$ cat config.mk
export PLATFORM = sky130hd
export DESIGN_NAME = lcs_length_unit
export DESIGN_NICKNAME = d
export VERILOG_FILES = /design/src/hw/rtl/lcs_pkg.sv /design/src/hw/rtl/lcs_cell.sv /design/src/hw/rtl/lcs_length_unit.sv
export SDC_FILE = /design/constraint.sdc
export NUM_CORES = 2
export LEC_CHECK = 0
export ABC_AREA = 1
export BUFFER_PORTS_ARGS = -buffer_cell sky130_fd_sc_hd__buf_2
export CAP_MARGIN = 20
export CORE_MARGIN = 5
export CORE_UTILIZATION = 35
export DETAILED_ROUTE_END_ITERATION = 12
export GPL_ROUTABILITY_DRIVEN = 0
export GPL_TIMING_DRIVEN = 0
export PLACE_DENSITY = 0.47
export SLEW_MARGIN = 30
export SYNTH_ARGS = -nofsm -noshare
export SYNTH_HDL_FRONTEND = slang
export SYNTH_SLANG_ARGS = --single-unit
$ cat constraint.sdc
create_clock -name clk -period 2.7 [get_ports clk]
set_input_delay 0.54 -clock clk [delete_from_list [all_inputs] [get_ports clk]]
set_output_delay 0.54 -clock clk [all_outputs]
set_load 0.01 [all_outputs]
$ cat src/hw/rtl/lcs_pkg.sv
// ----------------------------------------------------------------------------
// lcs_pkg
// Shared types for the LCS length unit: command and result beats, item kinds
// and the control token that travels down the cell chain.
// ----------------------------------------------------------------------------
package lcs_pkg;

	typedef enum logic [1:0] {
		KIND_LOAD    = 2'd0,
		KIND_PROCESS = 2'd1,
		KIND_FINISH  = 2'd2
	} kind_t;

	localparam int SymW = 8;
	localparam int LenW = 7;

	typedef struct packed {
		logic [1:0]      kind;
		logic [SymW-1:0] symbol;
	} lcs_in_t;

	typedef struct packed {
		logic [LenW-1:0] lcs_length;
		logic            overflow;
	} lcs_out_t;

	// token handed from cell to cell each cycle
	typedef struct packed {
		logic            valid;
		logic            fin;
		logic            ovf;
		logic [SymW-1:0] sym;
	} lcs_tok_t;

endpackage

$ cat src/hw/rtl/lcs_cell.sv
// ----------------------------------------------------------------------------
// lcs_cell
// One y cell of the systolic chain: holds one y symbol and its row value,
// updates the value when an x token passes and forwards token, new value
// and old value to the next cell.
// ----------------------------------------------------------------------------
module lcs_cell #(
	parameter int CW  = 7,
	parameter int IDX = 0
) (
	input  logic                      clk,
	input  logic                      arst_n,
	input  logic                      load_en,
	input  logic [CW-1:0]             load_idx,
	input  logic [lcs_pkg::SymW-1:0]  load_sym,
	input  lcs_pkg::lcs_tok_t         tok_i,
	input  logic [CW-1:0]             lim_i,
	input  logic [CW-1:0]             len_i,
	input  logic [CW-1:0]             left_i,
	input  logic [CW-1:0]             diag_i,
	output lcs_pkg::lcs_tok_t         tok_o,
	output logic [CW-1:0]             lim_o,
	output logic [CW-1:0]             len_o,
	output logic [CW-1:0]             left_o,
	output logic [CW-1:0]             diag_o
);

	logic [lcs_pkg::SymW-1:0] y_q;
	logic [CW-1:0]            dp_q;
	lcs_pkg::lcs_tok_t        tok_q;
	logic [CW-1:0]            lim_q;
	logic [CW-1:0]            len_q;
	logic [CW-1:0]            left_q;
	logic [CW-1:0]            diag_q;

	logic          active;
	logic          last;
	logic [CW-1:0] cell_val;

	always_comb begin
		// a token only touches cells that were loaded before it was issued
		active   = tok_i.valid && (CW'(IDX) < lim_i);
		last     = tok_i.valid && tok_i.fin && (CW'(IDX + 1) == lim_i);
		if (y_q == tok_i.sym) begin
			cell_val = diag_i + CW'(1);
		end else begin
			cell_val = (left_i > dp_q) ? left_i : dp_q;
		end
	end

	always_ff @(posedge clk or negedge arst_n) begin
		if (!arst_n) begin
			dp_q  <= '0;
			tok_q <= '0;
		end else begin
			tok_q <= tok_i;
			if (active) begin
				// finish clears the row behind it
				dp_q <= tok_i.fin ? '0 : cell_val;
			end
		end
	end

	always_ff @(posedge clk) begin
		if (load_en && (load_idx == CW'(IDX))) begin
			y_q <= load_sym;
		end
		lim_q  <= lim_i;
		left_q <= cell_val;
		diag_q <= dp_q;
		len_q  <= last ? dp_q : len_i;
	end

	assign tok_o  = tok_q;
	assign lim_o  = lim_q;
	assign len_o  = len_q;
	assign left_o = left_q;
	assign diag_o = diag_q;

endmodule

$ cat src/hw/rtl/lcs_length_unit.sv
// ----------------------------------------------------------------------------
// lcs_length_unit
// Length of the longest common subsequence of two byte strings, computed by
// a chain of MAX_LEN y cells through which x symbols ripple one cell a cycle.
//
//   channel   ports                     handshake
//   command   cmd (kind, symbol)        start, busy   taken at start && !busy
//   result    result (length, overflow) done          one-cycle strobe
//
// Load and process beats are taken every cycle while busy is low; x tokens
// overlap in the chain as a diagonal wavefront. A finish beat raises busy;
// its token walks the whole chain and the result strobes in the same cycle
// that busy drops. Reset clears every row value at once; no clearing pass.
// The receiver cannot stall, so nothing holds the chain.
// ----------------------------------------------------------------------------
module lcs_length_unit #(
	parameter int MAX_LEN = 64
) (
	input  logic             clk,
	input  logic             arst_n,
	input  logic             start,
	output logic             busy,
	input  lcs_pkg::lcs_in_t cmd,
	output logic             done,
	output lcs_pkg::lcs_out_t result
);

	localparam int CW = $clog2(MAX_LEN + 1);

	logic [CW-1:0]     count_q;
	logic              dropped_q;
	logic              busy_q;
	logic              done_q;
	lcs_pkg::lcs_out_t result_q;
	lcs_pkg::lcs_tok_t tok_q;
	logic [CW-1:0]     lim_q;

	lcs_pkg::lcs_tok_t tok  [0:MAX_LEN];
	logic [CW-1:0]     lim  [0:MAX_LEN];
	logic [CW-1:0]     len  [0:MAX_LEN];
	logic [CW-1:0]     left [0:MAX_LEN];
	logic [CW-1:0]     diag [0:MAX_LEN];

	logic accept;
	logic is_load;
	logic is_proc;
	logic is_fin;
	logic full;
	logic load_en;

	always_comb begin
		accept  = start && !busy_q;
		is_load = cmd.kind == lcs_pkg::KIND_LOAD;
		is_proc = cmd.kind == lcs_pkg::KIND_PROCESS;
		is_fin  = cmd.kind == lcs_pkg::KIND_FINISH;
		full    = count_q == CW'(MAX_LEN);
		load_en = accept && is_load && !full;
	end

	always_ff @(posedge clk or negedge arst_n) begin
		if (!arst_n) begin
			count_q   <= '0;
			dropped_q <= 1'b0;
			busy_q    <= 1'b0;
			done_q    <= 1'b0;
			tok_q     <= '0;
		end else begin
			tok_q.valid <= accept && (is_proc || is_fin);
			tok_q.fin   <= is_fin;
			tok_q.ovf   <= dropped_q;
			tok_q.sym   <= cmd.symbol;
			if (load_en) begin
				count_q <= count_q + CW'(1);
			end
			if (accept && is_load && full) begin
				dropped_q <= 1'b1;
			end
			if (accept && is_fin) begin
				// the token carries the flag and lim_q the limit; state is free again
				count_q   <= '0;
				dropped_q <= 1'b0;
				busy_q    <= 1'b1;
			end
			done_q <= tok[MAX_LEN].valid && tok[MAX_LEN].fin;
			if (tok[MAX_LEN].valid && tok[MAX_LEN].fin) begin
				busy_q <= 1'b0;
			end
		end
	end

	always_ff @(posedge clk) begin
		lim_q <= count_q;
		if (tok[MAX_LEN].valid && tok[MAX_LEN].fin) begin
			result_q.lcs_length <= lcs_pkg::LenW'(len[MAX_LEN]);
			result_q.overflow   <= tok[MAX_LEN].ovf;
		end
	end

	assign tok[0]  = tok_q;
	assign lim[0]  = lim_q;
	assign len[0]  = '0;
	assign left[0] = '0;
	assign diag[0] = '0;

	for (genvar j = 0; j < MAX_LEN; j++) begin : g_cell
		lcs_cell #(
			.CW  (CW),
			.IDX (j)
		) u_cell (
			.clk      (clk),
			.arst_n   (arst_n),
			.load_en  (load_en),
			.load_idx (count_q),
			.load_sym (cmd.symbol),
			.tok_i    (tok[j]),
			.lim_i    (lim[j]),
			.len_i    (len[j]),
			.left_i   (left[j]),
			.diag_i   (diag[j]),
			.tok_o    (tok[j+1]),
			.lim_o    (lim[j+1]),
			.len_o    (len[j+1]),
			.left_o   (left[j+1]),
			.diag_o   (diag[j+1])
		);
	end

	assign busy   = busy_q;
	assign done   = done_q;
	assign result = result_q;

endmodule

==> summary.md <==
| Metric | Value |
|---|---|
| WP data arrival | between 3 and 4 ns |
| R2r startpoint | busy |
| Rel. slew slack | 0.345 |
| Clock latency on the worst-skew pair | 0.93 ns |
| Core footprint | 376000 µm² |
| Number of synthesis warnings | 0 |
| Number of core rows | 225 |
| Max FO, Critical Path | 8 |
| Initial Utilization | 0.352 |
| Tcrit/Tclk final | 1.03 |
| Cell Area, Synth | 132000 µm² |
| Largest net degree at the start of global routing | 104 |
| Clk slew on worst S/H paths | 0.06 ns |
| CTS Buf Count | about 380 |
| Cell count after synthesis | roughly 14000 |
| Finished Core Util | 0.409 |
| Worst setup EP type | flip-flop |
| First-pass GRT wire length | 499 mm |
| CP Launch Type | flip-flop |
| Syn avg cell area | 9.16 µm² |
| Chip Height | 625 µm |
| Hold Startpoint | g_cell[31].u_cell.tok_o[8] |
| Avg Vias per Cell | between 4 and 5 |
| Sw Share | 0.240 |
| DRC violations left | 0 |
| Status | finished, violations left |
| Vias in the first global route | 88549 |
| Worst hold path stage count | 0 |
| Area of the die | a little under 400000 µm² |
| Reg2reg end | g_cell[21].u_cell.y_q[4] |
| Sw Pwr | 28000 µW |
| Ys flop type | dfxtp_1 |
| Reg2reg path depth | 7 |
| Hold endpoint | g_cell[32].u_cell.tok_o[8] |
| Mapped Nets | 14974 |
| Clock Path Buffers | 4 |
| Flop pwr share | 0.465 |
| Placed Cells | 19488 |
| HP Class | flip-flop to flip-flop |
| H-tree lvl count | 5 |
| Synth-to-layout area growth | 16.1% |
| Post-synthesis sequential area ratio | 0.607 |
| Max-Cap Viols | 0 |
| Die X-Extent | 625 µm |
| Antenna viol nets, final | 0 |
| Critical Path RT | roughly 3.3 ns |
| Async set-reset flop share out of synthesis | 0.336 |
| Slew @ Worst Pin | 0.979 ns |
| CTS tree | yes |
| Non-Filler Instances | 20234 |
| Fin Clk Skew | 0.0322 ns |
| Port Buffers | 22 |
| Max Freq | 359 MHz |
| Pint | 88700 µW |
| Layout cell share with drive strength beyond 1 | 0.0591 |
| GRT Resource Usage Total | 0.159 |
| Fin nets | between 15000 and 20000 |
| DR pass1 iterations | 6 |
| Routed vias | 89797 |
| Routed WL per cell | 15.4 µm |
| Worst Hold Margin | 0.338 ns |
| Minimum clock period | 2.79 ns |
| Number of synthesized flops with an enable pin | 520 |
| Post-synthesis register bit count | about 3500 |
| R2R setup slack | -0.09 ns |
| Unique masters post-synth | 49 |
| Fin. max-slew vios | 0 |
| Global route total overflow | 0 |
| RSZ-0062 raised after global routing | yes |
| Clock sinks | 3463 |
| Detailed placement HPWL | 229 mm |
| Fin. Hold Viols | 0 |
| Comb power frac | 0.073 |
| Clock power share | 0.462 |
| Critical path class | flip-flop to flip-flop |
| DRT Wirelength | 312 mm |
| Setup WS post-layout | -0.0852 ns |
| Top-level I/O count | 23 |
| # setup viols final | 147 |
| Peak VDD IR | 0.519 mV |
| P_leak | 0.0699 µW |
| CTS root buffer | clkbuf_16 |
| Initial antenna violation count | 5 |
| Failing checks | negative setup slack |
| Pwr dens | ~760 nW/µm² |
| Initial DRC Count | 5004 |
cell type report:
| type | instances | area (µm²) |
|---|---|---|
| Clock inverter | 169 | 2180 |
| Fill cell | 37133 | 222000 |
| Antenna cell | 2 | 5.00 |
| Sequential cell | 3463 | 80400 |
| Inverter | 1936 | 7270 |
| Tap cell | 4994 | 6250 |
| Multi-Input combinational cell | 8982 | 45000 |
| Clock buffer | 538 | 11000 |
| Timing Repair Buffer | 80 | 1370 |
| Buffer | 70 | 283 |
state kept, by name (all words and copies together), names as in the netlist, 8 cells and up:
signal,count
g_cell.u_cell.tok_o,696
g_cell.u_cell.y_q,512
g_cell.u_cell.dp_q,448
g_cell.u_cell.len_o,448
g_cell.u_cell.diag_o,441
g_cell.u_cell.left_o,441
g_cell.u_cell.lim_o,441
tok,11
result,8
synth_stat cells (2+ instances only):
cell type	n	area, µm²
ha_1	510	6380
xor2_1	103	902
nand3_1	1482	7420
nor3b_1	22	165
nor3_1	38	190
edfxtp_1	520	15600
dfrtp_1	1165	29200
o221ai_1	2	17.5
o21ai_0	599	3000
o21ai_1	22	110
a21oi_1	140	701
and2_1	310	1940
mux2_2	35	394
a21boi_0	4	30.0
inv_1	1935	7260
xnor2_1	110	963
and3b_1	2	17.5
nor2_1	772	2900
nand2_1	4424	16600
dfxtp_1	1778	35600
or2_2	61	382
nand3b_1	7	52.6
nand2_2	3	18.8
nor2_2	4	25.0
o21bai_1	29	218
o21ai_2	15	131
or2_1	3	18.8
and3_1	5	31.3
clkbuf_1	65	244
o211ai_1	18	135
nand4_1	229	1430
buf_2	3	15.0
nor4_1	20	125
metrics by stage:
step | total power (µW) | setup TNS [ns] | setup WS [ns] | instance area [µm²]
floorplan | 61100 | 0 | 0.392 | 132000
global placement | 63800 | - | -28.73 | 139000
detailed placement | 63900 | -557.23 | -1.44 | 139000
CTS | 119000 | -23.08 | -0.298 | 153000
global route | 122000 | -25.43 | -0.157 | 154000
finish | 117000 | -4.83 | -0.0852 | 154000
layout by cell type (no fill, tap or decap), types with 29 or more instances in the layout:
cell type / netlist / layout
nand2_1: 4424 / 4415
inv_1: 1935 / 1934
dfxtp_1: 1778 / 1778
nand3_1: 1482 / 1477
dfrtp_1: 1165 / 1165
nor2_1: 772 / 708
o21ai_0: 599 / 599
edfxtp_1: 520 / 520
ha_1: 510 / 510
clkbuf_16: 0 / 393
and2_1: 310 / 310
nand4_1: 229 / 229
clkbuf_1: 65 / 141
a21oi_1: 140 / 140
xnor2_1: 110 / 110
xor2_1: 103 / 103
clkbuf_8: 0 / 66
or2_2: 61 / 61
nor2_4: 0 / 59
clkinv_2: 0 / 59
bufinv_16: 0 / 43
nor3_1: 38 / 37
mux2_2: 35 / 35
o21bai_1: 29 / 29
critical path: stages, from the launching register on:
cell and delay [ns]:
dfrtp_1 0.41, inv_1 0.10, nand2_1 0.08, nor2_2 0.45, o21ai_2 0.23, nor2_1 0.33
nand2_2 0.43, nor2_4 0.41
metal layers:
| metal | track usage | vias up | share of wire |
|---|---|---|---|
| li1 | - | 46972 | - |
| met1 | 0.226 | 41393 | 0.49 |
| met2 | 0.257 | 952 | 0.45 |
| met3 | 0.0175 | 478 | 0.029 |
| met4 | 0.0407 | 2 | 0.024 |
| met5 | 0 | - | 0.000042 |
how the worst max path moves through the flow:
stage / from / depth (start not counted) / end
final: busy / 7 / g_cell[21].u_cell.y_q[4]
after global routing: count_q[0] / 7 / g_cell[50].u_cell.y_q[5]
after CTS: busy / 7 / g_cell[38].u_cell.y_q[5]
after detailed placement: cmd[8] / 9 / g_cell[52].u_cell.y_q[1]
after global placement: arst_n / 1 / g_cell[6].u_cell.tok_o[4]
after floorplan: cmd[8] / 8 / g_cell[63].u_cell.y_q[0]
timing repair:
item | in CTS | in global routing
setup buffers | 4 | 13
hold buffers | 19 | 0
gates cloned | 0 | 1
setup endpoints to repair | 512 | 485
resized for setup | 115 | 23
pin swaps | 3 | 13
hold endpoints to repair | 351 | 0
cells by family (layout without fill, tap and decap cells):
| group | count (synthesis) | in the layout | synth area share |
|---|---|---|---|
| AND/OR/NAND/NOR | 7387 | 7387 | 0.237 |
| buffers and inverters | 2006 | 2793 | 0.0570 |
| adder cells (fa/ha/maj) | 510 | 510 | 0.0482 |
| AO/OA/AOI/OAI | 837 | 837 | 0.0335 |
| flip-flops | 3463 | 3463 | 0.607 |
| other | 0 | 2 | 0 |
| multiplexers | 35 | 35 | 0.00298 |
| XOR/XNOR | 213 | 213 | 0.0141 |
power by group through the flow:
stage / Clock (µW) / Sequential [µW] / Combinational (µW)
floorplan: 0 / 55000 / 6030
global placement: 0 / 55400 / 8420
detailed placement: 0 / 55300 / 8570
CTS: 55600 / 54300 / 8660
global route: 57700 / 54300 / 10100
finish: 53800 / 54200 / 8560
No activity file was read; power rests on OpenSTA's default activity.
